### src/sv/assert_macros.svh
// Assertion helpers shared by the RTL.
`ifndef ASSERT_MACROS_SVH
`define ASSERT_MACROS_SVH

`ifndef SYNTHESIS

// pre implies post on every clock edge outside reset
`define AST_IMPLIES(label, clk, rst, pre, post, msg) \
   label: assert property (@(posedge clk) disable iff (rst) (pre) |-> (post)) \
      else $error(msg);

// cond must never be seen outside reset
`define AST_NEVER(label, clk, rst, cond, msg) \
   label: assert property (@(posedge clk) disable iff (rst) !(cond)) \
      else $error(msg);

`else

`define AST_IMPLIES(label, clk, rst, pre, post, msg)
`define AST_NEVER(label, clk, rst, cond, msg)

`endif

`endif

### src/sv/necir_pkg.sv
package necir_pkg;

   // field widths
   localparam int TIME_BITS     = 16;
   localparam int REG_BITS      = 16;
   localparam int CODE_BITS     = 32;
   localparam int CMD_BITS      = 8;
   localparam int REPEAT_BITS   = 16;
   localparam int COUNT_BITS    = 6;
   localparam int TICK_BITS     = 2;
   localparam int NUM_REGS      = 8;
   localparam int CSR_IDX_BITS  = 3;

   // default stamp width of the free-running timer
   localparam int STAMP_BITS_DEF = 16;

   // edge counter landmarks
   localparam logic [COUNT_BITS-1:0] COUNT_MAX     = 6'd63;
   localparam logic [COUNT_BITS-1:0] START_EDGE    = 6'd2;
   localparam logic [COUNT_BITS-1:0] LAST_BIT_EDGE = 6'd34;
   localparam logic [COUNT_BITS-1:0] REPEAT_EDGE   = 6'd40;

   // idle tick counter
   localparam logic [TICK_BITS-1:0] TICKS_MAX  = 2'd3;
   localparam logic [TICK_BITS-1:0] TICKS_IDLE = 2'd2;

   typedef enum logic {
      OP_EDGE = 1'b0,
      OP_TICK = 1'b1
   } op_type;

   typedef enum logic [CSR_IDX_BITS-1:0] {
      CSR_START_MIN  = 3'd0,
      CSR_START_MAX  = 3'd1,
      CSR_ZERO_MIN   = 3'd2,
      CSR_ZERO_MAX   = 3'd3,
      CSR_ONE_MIN    = 3'd4,
      CSR_ONE_MAX    = 3'd5,
      CSR_REPEAT_MIN = 3'd6,
      CSR_REPEAT_MAX = 3'd7
   } csr_index_type;

   localparam logic [REG_BITS-1:0] REG_RESET [NUM_REGS] = '{
      16'd6000, 16'd8000, 16'd450, 16'd700, 16'd800, 16'd1300, 16'd4500, 16'd6000
   };

   typedef enum logic [2:0] {
      PH_IDLE   = 3'b001,
      PH_DECODE = 3'b010,
      PH_REPEAT = 3'b100
   } phase_type;

   // window bounds handed from the register file to the decoder
   typedef struct packed {
      logic [REG_BITS-1:0] start_min;
      logic [REG_BITS-1:0] start_max;
      logic [REG_BITS-1:0] zero_min;
      logic [REG_BITS-1:0] zero_max;
      logic [REG_BITS-1:0] one_min;
      logic [REG_BITS-1:0] one_max;
      logic [REG_BITS-1:0] repeat_min;
      logic [REG_BITS-1:0] repeat_max;
   } csr_regs_type;

endpackage

### src/sv/necir_ifs.sv
// Input channel: captured edges and overflow ticks
interface necir_req_if;
   import necir_pkg::*;
   logic                 valid;
   logic                 ready;
   logic                 operation;
   logic [TIME_BITS-1:0] capture_time;
   logic                 line_high;

   modport source (output valid, operation, capture_time, line_high, input ready);
   modport sink   (input valid, operation, capture_time, line_high, output ready);
endinterface

// Result channel: decoded frames and repeats
interface necir_rsp_if;
   import necir_pkg::*;
   logic                   valid;
   logic                   ready;
   logic [CODE_BITS-1:0]   frame_code;
   logic [CMD_BITS-1:0]    command_byte;
   logic                   is_repeat;
   logic [REPEAT_BITS-1:0] repeat_total;

   modport source (output valid, frame_code, command_byte, is_repeat, repeat_total,
                   input ready);
   modport sink   (input valid, frame_code, command_byte, is_repeat, repeat_total,
                   output ready);
endinterface

// Configuration write channel
interface necir_csr_if;
   import necir_pkg::*;
   logic                    valid;
   logic                    ready;
   logic [CSR_IDX_BITS-1:0] addr;
   logic [REG_BITS-1:0]     wdata;

   modport source (output valid, addr, wdata, input ready);
   modport sink   (input valid, addr, wdata, output ready);
endinterface

### src/sv/nec_ir_capture_decoder_unit.sv
// NEC IR decoder fed by falling-edge timer stamps and overflow ticks.
// Results pass from the input register through the decode step to the result register.
// Throughput: one input beat per cycle while the result slot is free or being
// taken; the decode step is a single pass between the input and result registers.
// Reset (synchronous, active high) restores window registers to defaults and
// clears all decode state; no clearing pass follows.
`include "assert_macros.svh"

module nec_ir_capture_decoder_unit #(
   parameter int STAMP_BITS = necir_pkg::STAMP_BITS_DEF
) (
   input  logic       clock,
   input  logic       reset,
   necir_req_if.sink  req_chan,
   necir_rsp_if.source rsp_chan,
   necir_csr_if.sink  csr_chan
);
   import necir_pkg::*;

   localparam int CMP_BITS = (STAMP_BITS > REG_BITS) ? STAMP_BITS : REG_BITS;

   csr_regs_type regs;

   necir_csr_regs u_csr (
      .clock    (clock),
      .reset    (reset),
      .csr_chan (csr_chan),
      .regs     (regs)
   );

   // exclusive window check at the wider of stamp and register width
   function automatic logic in_win(input logic [STAMP_BITS-1:0] v,
                                   input logic [REG_BITS-1:0]   lo,
                                   input logic [REG_BITS-1:0]   hi);
      logic [CMP_BITS-1:0] ve;
      logic [CMP_BITS-1:0] le;
      logic [CMP_BITS-1:0] he;
      ve = CMP_BITS'(v);
      le = CMP_BITS'(lo);
      he = CMP_BITS'(hi);
      return (ve > le) && (ve < he);
   endfunction

   // input register
   logic                 in_vld_ff;
   op_type               in_op_ff;
   logic [TIME_BITS-1:0] in_time_ff;
   logic                 in_line_ff;

   // result register
   logic                   rsp_vld_ff;
   logic [CODE_BITS-1:0]   rsp_code_ff;
   logic                   rsp_rep_ff;
   logic [REPEAT_BITS-1:0] rsp_total_ff;

   // decode state
   logic [STAMP_BITS-1:0]  prev_ff, prev_in;
   logic [COUNT_BITS-1:0]  ec_ff, ec_in;
   phase_type              phase_ff, phase_in;
   logic [CODE_BITS-1:0]   code_ff, code_in;
   logic [TICK_BITS-1:0]   ticks_ff, ticks_in;
   logic [REPEAT_BITS-1:0] rcnt_ff, rcnt_in;

   logic                            out_free;
   logic                            step;
   logic                            emit;
   logic                            emit_rep;
   logic [STAMP_BITS+TIME_BITS-1:0] stamp_wide;
   logic [STAMP_BITS-1:0]           stamp;
   logic [STAMP_BITS-1:0]           interval;

   // handshake: the held beat moves on whenever the result slot can take it
   assign out_free       = !rsp_vld_ff || rsp_chan.ready;
   assign step           = in_vld_ff && out_free;
   assign req_chan.ready = !in_vld_ff || out_free;

   always_ff @(posedge clock) begin
      if (reset) begin
         in_vld_ff <= 1'b0;
      end else if (req_chan.ready) begin
         in_vld_ff <= req_chan.valid;
      end
   end

   always_ff @(posedge clock) begin
      if (req_chan.valid && req_chan.ready) begin
         in_op_ff   <= op_type'(req_chan.operation);
         in_time_ff <= req_chan.capture_time;
         in_line_ff <= req_chan.line_high;
      end
   end

   // stamp interval, modulo the timer width
   assign stamp_wide = {{STAMP_BITS{1'b0}}, in_time_ff};
   assign stamp      = stamp_wide[STAMP_BITS-1:0];
   assign interval   = stamp - prev_ff;

   // one decode step
   always_comb begin
      prev_in  = prev_ff;
      ec_in    = ec_ff;
      phase_in = phase_ff;
      code_in  = code_ff;
      ticks_in = ticks_ff;
      rcnt_in  = rcnt_ff;
      emit     = 1'b0;
      emit_rep = 1'b0;
      if (in_op_ff == OP_TICK) begin
         // two idle ticks with the line high drop the frame
         if (in_line_ff) begin
            if (ticks_ff != TICKS_MAX) begin
               ticks_in = ticks_ff + 1'b1;
            end
            if (ticks_in >= TICKS_IDLE) begin
               code_in  = '0;
               phase_in = PH_IDLE;
               ec_in    = '0;
               rcnt_in  = '0;
            end
         end
      end else begin
         ticks_in = '0;
         prev_in  = stamp;
         if (ec_ff != COUNT_MAX) begin
            ec_in = ec_ff + 1'b1;
         end
         if (ec_in == START_EDGE && in_win(interval, regs.start_min, regs.start_max)) begin
            phase_in = PH_DECODE;
         end
         // data bits
         if (ec_in > START_EDGE && phase_in == PH_DECODE) begin
            if (in_win(interval, regs.zero_min, regs.zero_max)) begin
               code_in = {code_ff[CODE_BITS-2:0], 1'b0};
            end else if (in_win(interval, regs.one_min, regs.one_max)) begin
               code_in = {code_ff[CODE_BITS-2:0], 1'b1};
            end else begin
               phase_in = PH_IDLE;
               code_in  = '0;
               ec_in    = '0;
            end
         end
         // last data bit: frame done
         if (ec_in == LAST_BIT_EDGE && phase_in == PH_DECODE) begin
            phase_in = PH_REPEAT;
            emit     = 1'b1;
         end
         // repeat slot
         if (ec_in == REPEAT_EDGE && phase_in == PH_REPEAT) begin
            ec_in = LAST_BIT_EDGE;
            if (in_win(interval, regs.repeat_min, regs.repeat_max)) begin
               rcnt_in  = rcnt_ff + 1'b1;
               emit     = 1'b1;
               emit_rep = 1'b1;
            end
         end
      end
   end

   always_ff @(posedge clock) begin
      if (reset) begin
         prev_ff  <= '0;
         ec_ff    <= '0;
         phase_ff <= PH_IDLE;
         code_ff  <= '0;
         ticks_ff <= '0;
         rcnt_ff  <= '0;
      end else if (step) begin
         prev_ff  <= prev_in;
         ec_ff    <= ec_in;
         phase_ff <= phase_in;
         code_ff  <= code_in;
         ticks_ff <= ticks_in;
         rcnt_ff  <= rcnt_in;
      end
   end

   // result register
   always_ff @(posedge clock) begin
      if (reset) begin
         rsp_vld_ff <= 1'b0;
      end else if (out_free) begin
         rsp_vld_ff <= step && emit;
      end
   end

   always_ff @(posedge clock) begin
      if (step && emit) begin
         rsp_code_ff  <= code_in;
         rsp_rep_ff   <= emit_rep;
         rsp_total_ff <= rcnt_in;
      end
   end

   assign rsp_chan.valid        = rsp_vld_ff;
   assign rsp_chan.frame_code   = rsp_code_ff;
   assign rsp_chan.command_byte = rsp_code_ff[15:8];
   assign rsp_chan.is_repeat    = rsp_rep_ff;
   assign rsp_chan.repeat_total = rsp_total_ff;

   // decode state consistency
   `AST_IMPLIES(a_repeat_count_range, clock, reset, phase_ff == PH_REPEAT, (ec_ff >= LAST_BIT_EDGE) && (ec_ff < REPEAT_EDGE), "repeat phase with edge count out of range")
   `AST_IMPLIES(a_decode_count_range, clock, reset, phase_ff == PH_DECODE, (ec_ff >= START_EDGE) && (ec_ff < LAST_BIT_EDGE), "decode phase with edge count out of range")
   `AST_IMPLIES(a_idle_cleared, clock, reset, ticks_ff >= TICKS_IDLE, (phase_ff == PH_IDLE) && (ec_ff == '0) && (rcnt_ff == '0) && (code_ff == '0), "idle timeout left decode state set")

endmodule

### src/sv/necir_csr_regs.sv
module necir_csr_regs (
   input  logic                   clock,
   input  logic                   reset,
   necir_csr_if.sink              csr_chan,
   output necir_pkg::csr_regs_type regs
);
   import necir_pkg::*;

   logic [REG_BITS-1:0] regs_ff [NUM_REGS];

   // writes are always accepted and registered
   assign csr_chan.ready = 1'b1;

   always_ff @(posedge clock) begin
      if (reset) begin
         regs_ff <= REG_RESET;
      end else if (csr_chan.valid && csr_chan.ready) begin
         regs_ff[csr_chan.addr] <= csr_chan.wdata;
      end
   end

   assign regs.start_min  = regs_ff[CSR_START_MIN];
   assign regs.start_max  = regs_ff[CSR_START_MAX];
   assign regs.zero_min   = regs_ff[CSR_ZERO_MIN];
   assign regs.zero_max   = regs_ff[CSR_ZERO_MAX];
   assign regs.one_min    = regs_ff[CSR_ONE_MIN];
   assign regs.one_max    = regs_ff[CSR_ONE_MAX];
   assign regs.repeat_min = regs_ff[CSR_REPEAT_MIN];
   assign regs.repeat_max = regs_ff[CSR_REPEAT_MAX];

endmodule
### src/flat_wrapper.sv
// flat-port wrapper written by rule: the top's interface ports become plain ports
module nec_ir_capture_decoder_unit_flat import necir_pkg::*;
#(
   parameter int STAMP_BITS = necir_pkg::STAMP_BITS_DEF
)
  (clock, reset, req_chan_valid, req_chan_operation, req_chan_capture_time, req_chan_line_high, req_chan_ready, rsp_chan_valid, rsp_chan_frame_code, rsp_chan_command_byte, rsp_chan_is_repeat, rsp_chan_repeat_total, rsp_chan_ready, csr_chan_valid, csr_chan_addr, csr_chan_wdata, csr_chan_ready);
  necir_req_if req_chan_i ();
  necir_rsp_if rsp_chan_i ();
  necir_csr_if csr_chan_i ();
  input  logic clock;
  input  logic reset;
  input wire logic [$bits(req_chan_i.valid)-1:0] req_chan_valid;
  input wire logic [$bits(req_chan_i.operation)-1:0] req_chan_operation;
  input wire logic [$bits(req_chan_i.capture_time)-1:0] req_chan_capture_time;
  input wire logic [$bits(req_chan_i.line_high)-1:0] req_chan_line_high;
  output wire logic [$bits(req_chan_i.ready)-1:0] req_chan_ready;
  output wire logic [$bits(rsp_chan_i.valid)-1:0] rsp_chan_valid;
  output wire logic [$bits(rsp_chan_i.frame_code)-1:0] rsp_chan_frame_code;
  output wire logic [$bits(rsp_chan_i.command_byte)-1:0] rsp_chan_command_byte;
  output wire logic [$bits(rsp_chan_i.is_repeat)-1:0] rsp_chan_is_repeat;
  output wire logic [$bits(rsp_chan_i.repeat_total)-1:0] rsp_chan_repeat_total;
  input wire logic [$bits(rsp_chan_i.ready)-1:0] rsp_chan_ready;
  input wire logic [$bits(csr_chan_i.valid)-1:0] csr_chan_valid;
  input wire logic [$bits(csr_chan_i.addr)-1:0] csr_chan_addr;
  input wire logic [$bits(csr_chan_i.wdata)-1:0] csr_chan_wdata;
  output wire logic [$bits(csr_chan_i.ready)-1:0] csr_chan_ready;
  assign req_chan_i.valid = req_chan_valid;
  assign req_chan_i.operation = req_chan_operation;
  assign req_chan_i.capture_time = req_chan_capture_time;
  assign req_chan_i.line_high = req_chan_line_high;
  assign req_chan_ready = req_chan_i.ready;
  assign rsp_chan_valid = rsp_chan_i.valid;
  assign rsp_chan_frame_code = rsp_chan_i.frame_code;
  assign rsp_chan_command_byte = rsp_chan_i.command_byte;
  assign rsp_chan_is_repeat = rsp_chan_i.is_repeat;
  assign rsp_chan_repeat_total = rsp_chan_i.repeat_total;
  assign rsp_chan_i.ready = rsp_chan_ready;
  assign csr_chan_i.valid = csr_chan_valid;
  assign csr_chan_i.addr = csr_chan_addr;
  assign csr_chan_i.wdata = csr_chan_wdata;
  assign csr_chan_ready = csr_chan_i.ready;
  nec_ir_capture_decoder_unit #(.STAMP_BITS(STAMP_BITS)) u_core (.clock(clock), .reset(reset), .req_chan(req_chan_i), .rsp_chan(rsp_chan_i), .csr_chan(csr_chan_i));
endmodule
### config.mk
export PLATFORM = sky130hd
export DESIGN_NAME = nec_ir_capture_decoder_unit_flat
export DESIGN_NICKNAME = d
export VERILOG_FILES = /design/src/sv/necir_pkg.sv /design/src/sv/necir_ifs.sv /design/src/sv/nec_ir_capture_decoder_unit.sv /design/src/sv/necir_csr_regs.sv /design/src/flat_wrapper.sv
export VERILOG_INCLUDE_DIRS = /design/src /design/src/sv
export SDC_FILE = /design/constraint.sdc
export NUM_CORES = 1
export LEC_CHECK = 0
export BUFFER_PORTS_ARGS = -buffer_cell sky130_fd_sc_hd__buf_2
export CORE_UTILIZATION = 50
export CTS_CLUSTER_DIAMETER = 150
export CTS_CLUSTER_SIZE = 10
export DETAILED_ROUTE_END_ITERATION = 8
export GPL_TIMING_DRIVEN = 0
export MAX_ROUTING_LAYER = met4
export PLACE_DENSITY_LB_ADDON = 0.12
export SLEW_MARGIN = 20
export SYNTH_ARGS = -nofsm -noshare
export SYNTH_HDL_FRONTEND = slang
export SYNTH_SLANG_ARGS = --single-unit
### constraint.sdc
create_clock -name clock -period 12.3 [get_ports clock]
set_input_delay 0.615 -clock clock [delete_from_list [all_inputs] [get_ports clock]]
set_output_delay 0.615 -clock clock [all_outputs]
set_load 0.005 [all_outputs]
# [Word level (Yosys, flattened, before mapping)]
# Cells that the tools add are included.
[totals] output_inout_bits=60 reg_bits=272 elab_cells=116 input_bits=42
[op_classes] magnitude_cmp=12 bitwise=3 reduce_logical=20 add_sub_neg=4 eq_ne=10 muxes=45
[ops] cell="$mux 32" count=6
[ops] cell="$bwmux 128" count=1
[ops] cell="$mux 16" count=6
[ops] cell="$gt 16x16->1" count=4
[ops] cell="$lt 16x16->1" count=4
[ops] cell="$mux 6" count=10
[ops] cell="$demux 16 s3" count=1
[ops] cell="$mux 3" count=11
[ops] cell="$add 16x1->16 const B" count=1
[ops] cell="$sub 16x16->16" count=1
[ops] cell="$eq 6x6->1 const B" count=2
[ops] cell="$logic_and 1x1->1" count=12
[ops] cell="$mux 2" count=5
[ops] cell="$add 6x1->6 const B" count=1
[ops] cell="$eq 3x2->1 const B" count=2
[ops] cell="$eq 6x2->1 const B" count=1
[ops] cell="$gt 6x2->1 const B" count=1
[ops] cell="$ne 2x2->1 const B" count=3
[ops] cell="$ne 6x6->1 const B" count=1
[ops] cell="$mux 1" count=5
[ops] cell="$ge 4x4->1 const B" count=1
[ops] cell="$lt 4x1->1 const B" count=1
[ops] cell="$not 3->4" count=1
[ops] cell="$reduce_and 2->1" count=2
[ops] cell="other kinds (8)" count=11

# [Depth between registers and ports, before layout]
[depth] depth_word=20 ltp_mapped=21 depth_no_buf=20

# [Hierarchy]
# A second synthesis with hierarchy kept.
[hier_totals] hier_cells=1627 hier_area_um2=15242.1
[by_module_without_submodules] mod="nec_ir_capture_decoder_unit" seq_area_each_um2=3553.4 cells_each=1161 area_per_inst_um2=10211.0 instances=1
[by_module_without_submodules] mod="necir_csr_regs" seq_area_each_um2=2562.5 cells_each=466 area_per_inst_um2=5031.1 instances=1

# [Worst setup path before layout]
# Ideal clock, no wire load.
[synth_path] path_kind="reg2reg" start="register u_core.in_time_ff[4]" end="register u_core.rsp_code_ff[0], in the netlist u_core.rsp_chan.frame_code[0] (enable)" setup_time_ns=0.472 path_stages_with_launch=17 t_arrival_ns=6.083 t_required_ns=11.828 slack_ns=5.745 n_path_buf=0 synth_period_minus_slack_ns=6.555 cell_sequence="edfxtp_1 ha_1 or2_2 a21oi_1 a31oi_1 a2111oi_0 or3_1 nand3_1 a21oi_1 ha_1 a21oi_1 nor2b_1 o21ai_0 o2111ai_4 a21oi_1 nand2_1 a21oi_1"
[synth_via] elab_chain_len=19 word_cells_on_any_way=39 classes_between="add/sub: 1; order compare: 8; eq/ne: 5; mux: 16; reduce/logical: 9"
[synth_rtl] item="from (decl)" line_no="nec_ir_capture_decoder_unit.sv:47" source="logic [TIME_BITS-1:0] in_time_ff;"
[synth_rtl] item="from (signal assigned)" line_no="nec_ir_capture_decoder_unit.sv:88" source="in_time_ff <= req_chan.capture_time;"
[synth_rtl] item="$sub 16x16->16 *" line_no="nec_ir_capture_decoder_unit.sv:96" source="assign interval = stamp - prev_ff;"
[synth_rtl] item="$gt 16x16->1 / $lt 16x16->1 (equally long branches)" line_no="nec_ir_capture_decoder_unit.sv:41" source="return (ve > le) && (ve < he);"
[synth_rtl] item="$logic_and 1x1->1" line_no="nec_ir_capture_decoder_unit.sv:41"
[synth_rtl] item="$logic_and 1x1->1" line_no="nec_ir_capture_decoder_unit.sv:127" source="if (ec_in == START_EDGE && in_win(interval, regs.start_min, regs.start_max)) begin"
[synth_rtl] item="$mux 3" line_no="nec_ir_capture_decoder_unit.sv:127"
[synth_rtl] item="$mux 3" line_no="nec_ir_capture_decoder_unit.sv:108" source="if (in_op_ff == OP_TICK) begin"
[synth_rtl] item="$eq 3x2->1 / $mux 3 (equally long branches)" line_no="nec_ir_capture_decoder_unit.sv:131, nec_ir_capture_decoder_unit.sv:134"
[synth_rtl] item="$logic_and 1x1->1 / $mux 3 (equally long branches)" line_no="nec_ir_capture_decoder_unit.sv:131, nec_ir_capture_decoder_unit.sv:132"
[synth_rtl] item="[... 3 more ...]"
[synth_rtl] item="$logic_and 1x1->1" line_no="nec_ir_capture_decoder_unit.sv:143" source="if (ec_in == LAST_BIT_EDGE && phase_in == PH_DECODE) begin"
[synth_rtl] item="$mux 3" line_no="nec_ir_capture_decoder_unit.sv:143"
[synth_rtl] item="$mux 3" line_no="nec_ir_capture_decoder_unit.sv:108"
[synth_rtl] item="$eq 3x3->1" line_no="nec_ir_capture_decoder_unit.sv:148" source="if (ec_in == REPEAT_EDGE && phase_in == PH_REPEAT) begin"
[synth_rtl] item="$logic_and 1x1->1" line_no="nec_ir_capture_decoder_unit.sv:148"
[synth_rtl] item="$mux 1 *" line_no="nec_ir_capture_decoder_unit.sv:148"
[synth_rtl] item="$mux 1 *" line_no="nec_ir_capture_decoder_unit.sv:108"
[synth_rtl] item="$logic_and 1x1->1 *" line_no="nec_ir_capture_decoder_unit.sv:187" source="if (step && emit) begin"
[synth_rtl] item="to (signal assigned)" line_no="nec_ir_capture_decoder_unit.sv:188" source="rsp_code_ff <= code_in;"
[synth_rtl] item="to (decl)" line_no="nec_ir_capture_decoder_unit.sv:52" source="logic [CODE_BITS-1:0] rsp_code_ff;"
# Mark *: on every way between the ends. The rest lies on a longest branch, timed or not. The select of a mux whose other input is x is not followed.
# A chain may end at the register's enable or synchronous reset.

# [Final worst setup path]
[layout_path] start="register u_core.prev_ff[1]" end="register u_core.rsp_code_ff[0], in the netlist u_core.rsp_chan.frame_code[0] (enable)"
[layout_via] elab_chain_len=19 word_cells_on_any_way=39 classes_between="add/sub: 1; order compare: 8; eq/ne: 5; mux: 16; reduce/logical: 9"
[layout_rtl] item="from (decl)" line_no="nec_ir_capture_decoder_unit.sv:57" source="logic [STAMP_BITS-1:0] prev_ff, prev_in;"
[layout_rtl] item="from (signal assigned)" line_no="nec_ir_capture_decoder_unit.sv:168" source="prev_ff <= prev_in;"
[layout_rtl] item="$sub 16x16->16 *" line_no="nec_ir_capture_decoder_unit.sv:96"
[layout_rtl] item="$gt 16x16->1 / $lt 16x16->1 (equally long branches)" line_no="nec_ir_capture_decoder_unit.sv:41"
[layout_rtl] item="$logic_and 1x1->1" line_no="nec_ir_capture_decoder_unit.sv:41"
[layout_rtl] item="$logic_and 1x1->1" line_no="nec_ir_capture_decoder_unit.sv:127"
[layout_rtl] item="$mux 3" line_no="nec_ir_capture_decoder_unit.sv:127"
[layout_rtl] item="$mux 3" line_no="nec_ir_capture_decoder_unit.sv:108"
[layout_rtl] item="$eq 3x2->1 / $mux 3 (equally long branches)" line_no="nec_ir_capture_decoder_unit.sv:131, nec_ir_capture_decoder_unit.sv:134"
[layout_rtl] item="$logic_and 1x1->1 / $mux 3 (equally long branches)" line_no="nec_ir_capture_decoder_unit.sv:131, nec_ir_capture_decoder_unit.sv:132"
[layout_rtl] item="[... 3 more ...]"
[layout_rtl] item="$logic_and 1x1->1" line_no="nec_ir_capture_decoder_unit.sv:143"
[layout_rtl] item="$mux 3" line_no="nec_ir_capture_decoder_unit.sv:143"
[layout_rtl] item="$mux 3" line_no="nec_ir_capture_decoder_unit.sv:108"
[layout_rtl] item="$eq 3x3->1" line_no="nec_ir_capture_decoder_unit.sv:148"
[layout_rtl] item="$logic_and 1x1->1" line_no="nec_ir_capture_decoder_unit.sv:148"
[layout_rtl] item="$mux 1 *" line_no="nec_ir_capture_decoder_unit.sv:148"
[layout_rtl] item="$mux 1 *" line_no="nec_ir_capture_decoder_unit.sv:108"
[layout_rtl] item="$logic_and 1x1->1 *" line_no="nec_ir_capture_decoder_unit.sv:187"
# Marked as above.

==> flow_summary.ini <==
[cells_and_area]
fin_util_pct = 57.9
fin_cells = 2225
nNetsFinal = 2010
drive_gt1_share_pct = 10.8
syn_to_final_growth_pct = 13.5
diodes = 0
stdcell_area_sq_um = 16700

[hold_path]
hp-start = req_chan_capture_time[3]
whs_endpoint = u_core.in_time_ff[3]$_DFFE_PP_
hold_class = in -> reg
hold_depth = 1

[route]
first_pass_iters = 5
detail_route.wl_per_cell_microns = 17.6
drc = 0
via_per_inst = 5.67
drtAntennaViolNets = 0
first_iter_violations = 1029
wl_mm = 39.2
vias = 12620

[synthesis]
synth-seq-area-share_pct = 41.7
ys_types = 73
synth_flop_cell = dfxtp_1
synth.top_cells.by_count = 326 x nand2_1, 205 x dfxtp_1, 160 x a21oi_1, 153 x inv_1, 142 x ha_1
postSynthCellCount = 1700
synth_area_leaders = dfxtp_1 28%, edfxtp_1 14%, ha_1 12%
synth_top_cell_by_area = dfxtp_1
syn_area_sq_um = 14700
synth.avg_cell_area_sq_um = 8.64
synth.most_common_cell = nand2_1
synth_edf_count = 67
synthArstFlopShare_pct = 0
ys_ff_latch = 272
syn_nets = 1885
synth_top_area_share_pct = 28.0
yosys_warnings = 0

[global_route]
grt_max_degree = 27
antenna_found_initial = 0
grt_pass1_vias = 11556
grt_pass1_wl_mm = 62.0
overflow = 0
grtUsageTotal_pct = 26.7

[cts]
cts_made_buffers = 31
clk_pin_slew_ps = 60
post_cts_resized = 0
clkSinkCount = 272
clockBufferDepth = 3
cts_tree = done
worstSkewPairLatency_ps = 580
clockRootBuffer = clkbuf_16
ctsHoldBuffers = 0
cts_max_level = 1
post-cts-setup-buffers = 0

[critical_path]
reg2reg_depth = 21
critPathLaunchType = register
r2r_slack_ps = 6360
arrival_ps = 6200
path_class = reg -> reg
cp.required_ps = 12560
rr_endpoint = u_core.rsp_chan.frame_code[0]$_DFFE_PP_
endpoint_kind = register
crit_fanout = 26
reg2reg_from = u_core.prev_ff[1]$_SDFFE_PP0P_

[placed_design]
dp.final_hpwl_mm = 27.6
gp_congestion = 0.915
place.port_buffers = 80
dp_worst_setup_slack_ps = 6420
dp_cells = 2176
dpl_cell_area_sq_um = 15800

[floorplan]
start_util_pct = 51.0
io_pins = 102
dieArea_sq_um = 30100
die_x_microns = 173
die_y_microns = 173
fp.coreArea_sq_um = 28800
num_rows = 62

[timing]
final-setup-viol-count = 0
timing.final.ws_setup_ps = 6360
hold_viol_final = 0
min_period_ps = 5940
setup_tns_ps = 0
maxSlewViolCount = 0
rsz0062_at_grt = false
slew_headroom_pct = 28.0
clock_skew_ps = 20.9
tightestPinTransition_ps = 1070
timing.fmax_mhz = 168
whs_ps = 229
finalCritPeriodShare_pct = 48.3

[status]
status = completed

[power_and_ir_drop]
power_mw = 2.21
p_per_area_nw_per_um2 = 132
clkPwrFrac_pct = 37.0
vdd_ir_drop_max_uv = 120
p_comb_share_pct = 20.3
pwr-share-seq_pct = 42.7
switching_share_pct = 29.5
intPower_mw = 1.56
power.leakage_nw = 6.79
p_sw_mw = 0.652

[run]
maxCapViolCount = 0
## how the worst max path moves through the flow
stage	start	to	slack (ps)	cells past startpoint
final	u_core.prev_ff[1]$_SDFFE_PP0P_	u_core.rsp_chan.frame_code[0]$_DFFE_PP_	6360	21
after global routing	u_core.prev_ff[1]$_SDFFE_PP0P_	u_core.rsp_chan.repeat_total[3]$_DFFE_PP_	5930	21
after CTS	u_core.prev_ff[1]$_SDFFE_PP0P_	u_core.rsp_chan.frame_code[0]$_DFFE_PP_	6410	21
after detailed placement	u_core.prev_ff[1]$_SDFFE_PP0P_	u_core.rsp_chan.repeat_total[12]$_DFFE_PP_	6420	21
after global placement	u_core.prev_ff[1]$_SDFFE_PP0P_	u_core.rsp_chan.repeat_total[13]$_DFFE_PP_	3480	17
after floorplan	u_core.in_time_ff[4]$_DFFE_PP_	u_core.rsp_chan.frame_code[0]$_DFFE_PP_	5750	16
## flip-flops by register name, summed over array words and instances (netlist names)
register                      count
u_core.in_line_ff                 1
u_core.code_ff                   32
u_core.u_csr.regs               128
u_core.rsp_chan.frame_code       32
u_core.rsp_chan.is_repeat         1
u_core.rsp_chan.repeat_total     16
u_core.in_vld_ff                  1
u_core.in_op_ff                   1
u_core.rsp_chan.valid             1
u_core.prev_ff                   16
u_core.ec_ff                      6
u_core.in_time_ff                16
u_core.phase_ff                   3
u_core.ticks_ff                   2
u_core.rcnt_ff                   16
## cells by family after synthesis
kind of cell             after synthesis  share of synthesized area [%]
buffers and inverters                259                           7.42
multiplexers                          19                           1.30
other                                  1                         0.0255
AO/OA/AOI/OAI                        405                           18.6
adder cells (fa/ha/maj)              143                           12.2
AND/OR/NAND/NOR                      589                           18.0
flip-flops                           272                           41.7
XOR/XNOR                              12                          0.716
## power groups by stage
stage / Clock (mW) / Sequential, mW / Combinational, mW
final: 0.817 / 0.943 / 0.447
after global routing: 0.865 / 0.945 / 0.495
after CTS: 0.833 / 0.943 / 0.443
after detailed placement: 0 / 0.962 / 0.440
after global placement: 0 / 0.961 / 0.400
after floorplan: 0 / 0.959 / 0.279
## metal layers
layer	wire, microns	share of wire, %	vias up	track usage (%)
li1	-	-	6210	-
met3	2850	7.3	84	3.40
met4	1290	3.3	0	8.89
met2	17600	45	458	42.3
met1	17500	44	5868	35.3
met5	0	0	-	-
## final cells by class
class | count | area (sq um)
Fill cell | 2677 | 12100
Inverter | 153 | 574
Timing Repair Buffer | 92 | 552
Clock inverter | 2 | 17.5
Clock buffer | 47 | 836
Sequential cell | 272 | 6120
Multi-Input combinational cell | 1169 | 7570
Tap cell | 384 | 480
Buffer | 106 | 514
## placed cells by master (no fill, tap or decap), drive strengths merged, types with 26 or more instances in the layout
cell	n
nand4	26
o21ai	37
dfxtp	205
nand2	327
nor2	77
ha	142
a22oi	31
inv	155
edfxtp	67
clkbuf	120
o211ai	56
nand3	40
a21oi	160
buf	125
a22o	31
## critical path: stages (launching register included)
cell,delay [ps]
dfxtp_1,380
inv_1,70
ha_1,290
nor2b_1,140
o211ai_1,260
a31oi_1,200
a2111oi_0,530
or3_1,220
nand4_1,100
a21oi_1,240
xnor2_2,320
ha_1,420
nand3_1,100
nor2_1,160
o2111ai_1,130
o211ai_1,140
nand4_1,530
nand3_1,390
o211ai_1,180
a21oi_4,430
buf_8,220
buf_16,180
(Power assumes the default switching activity.)
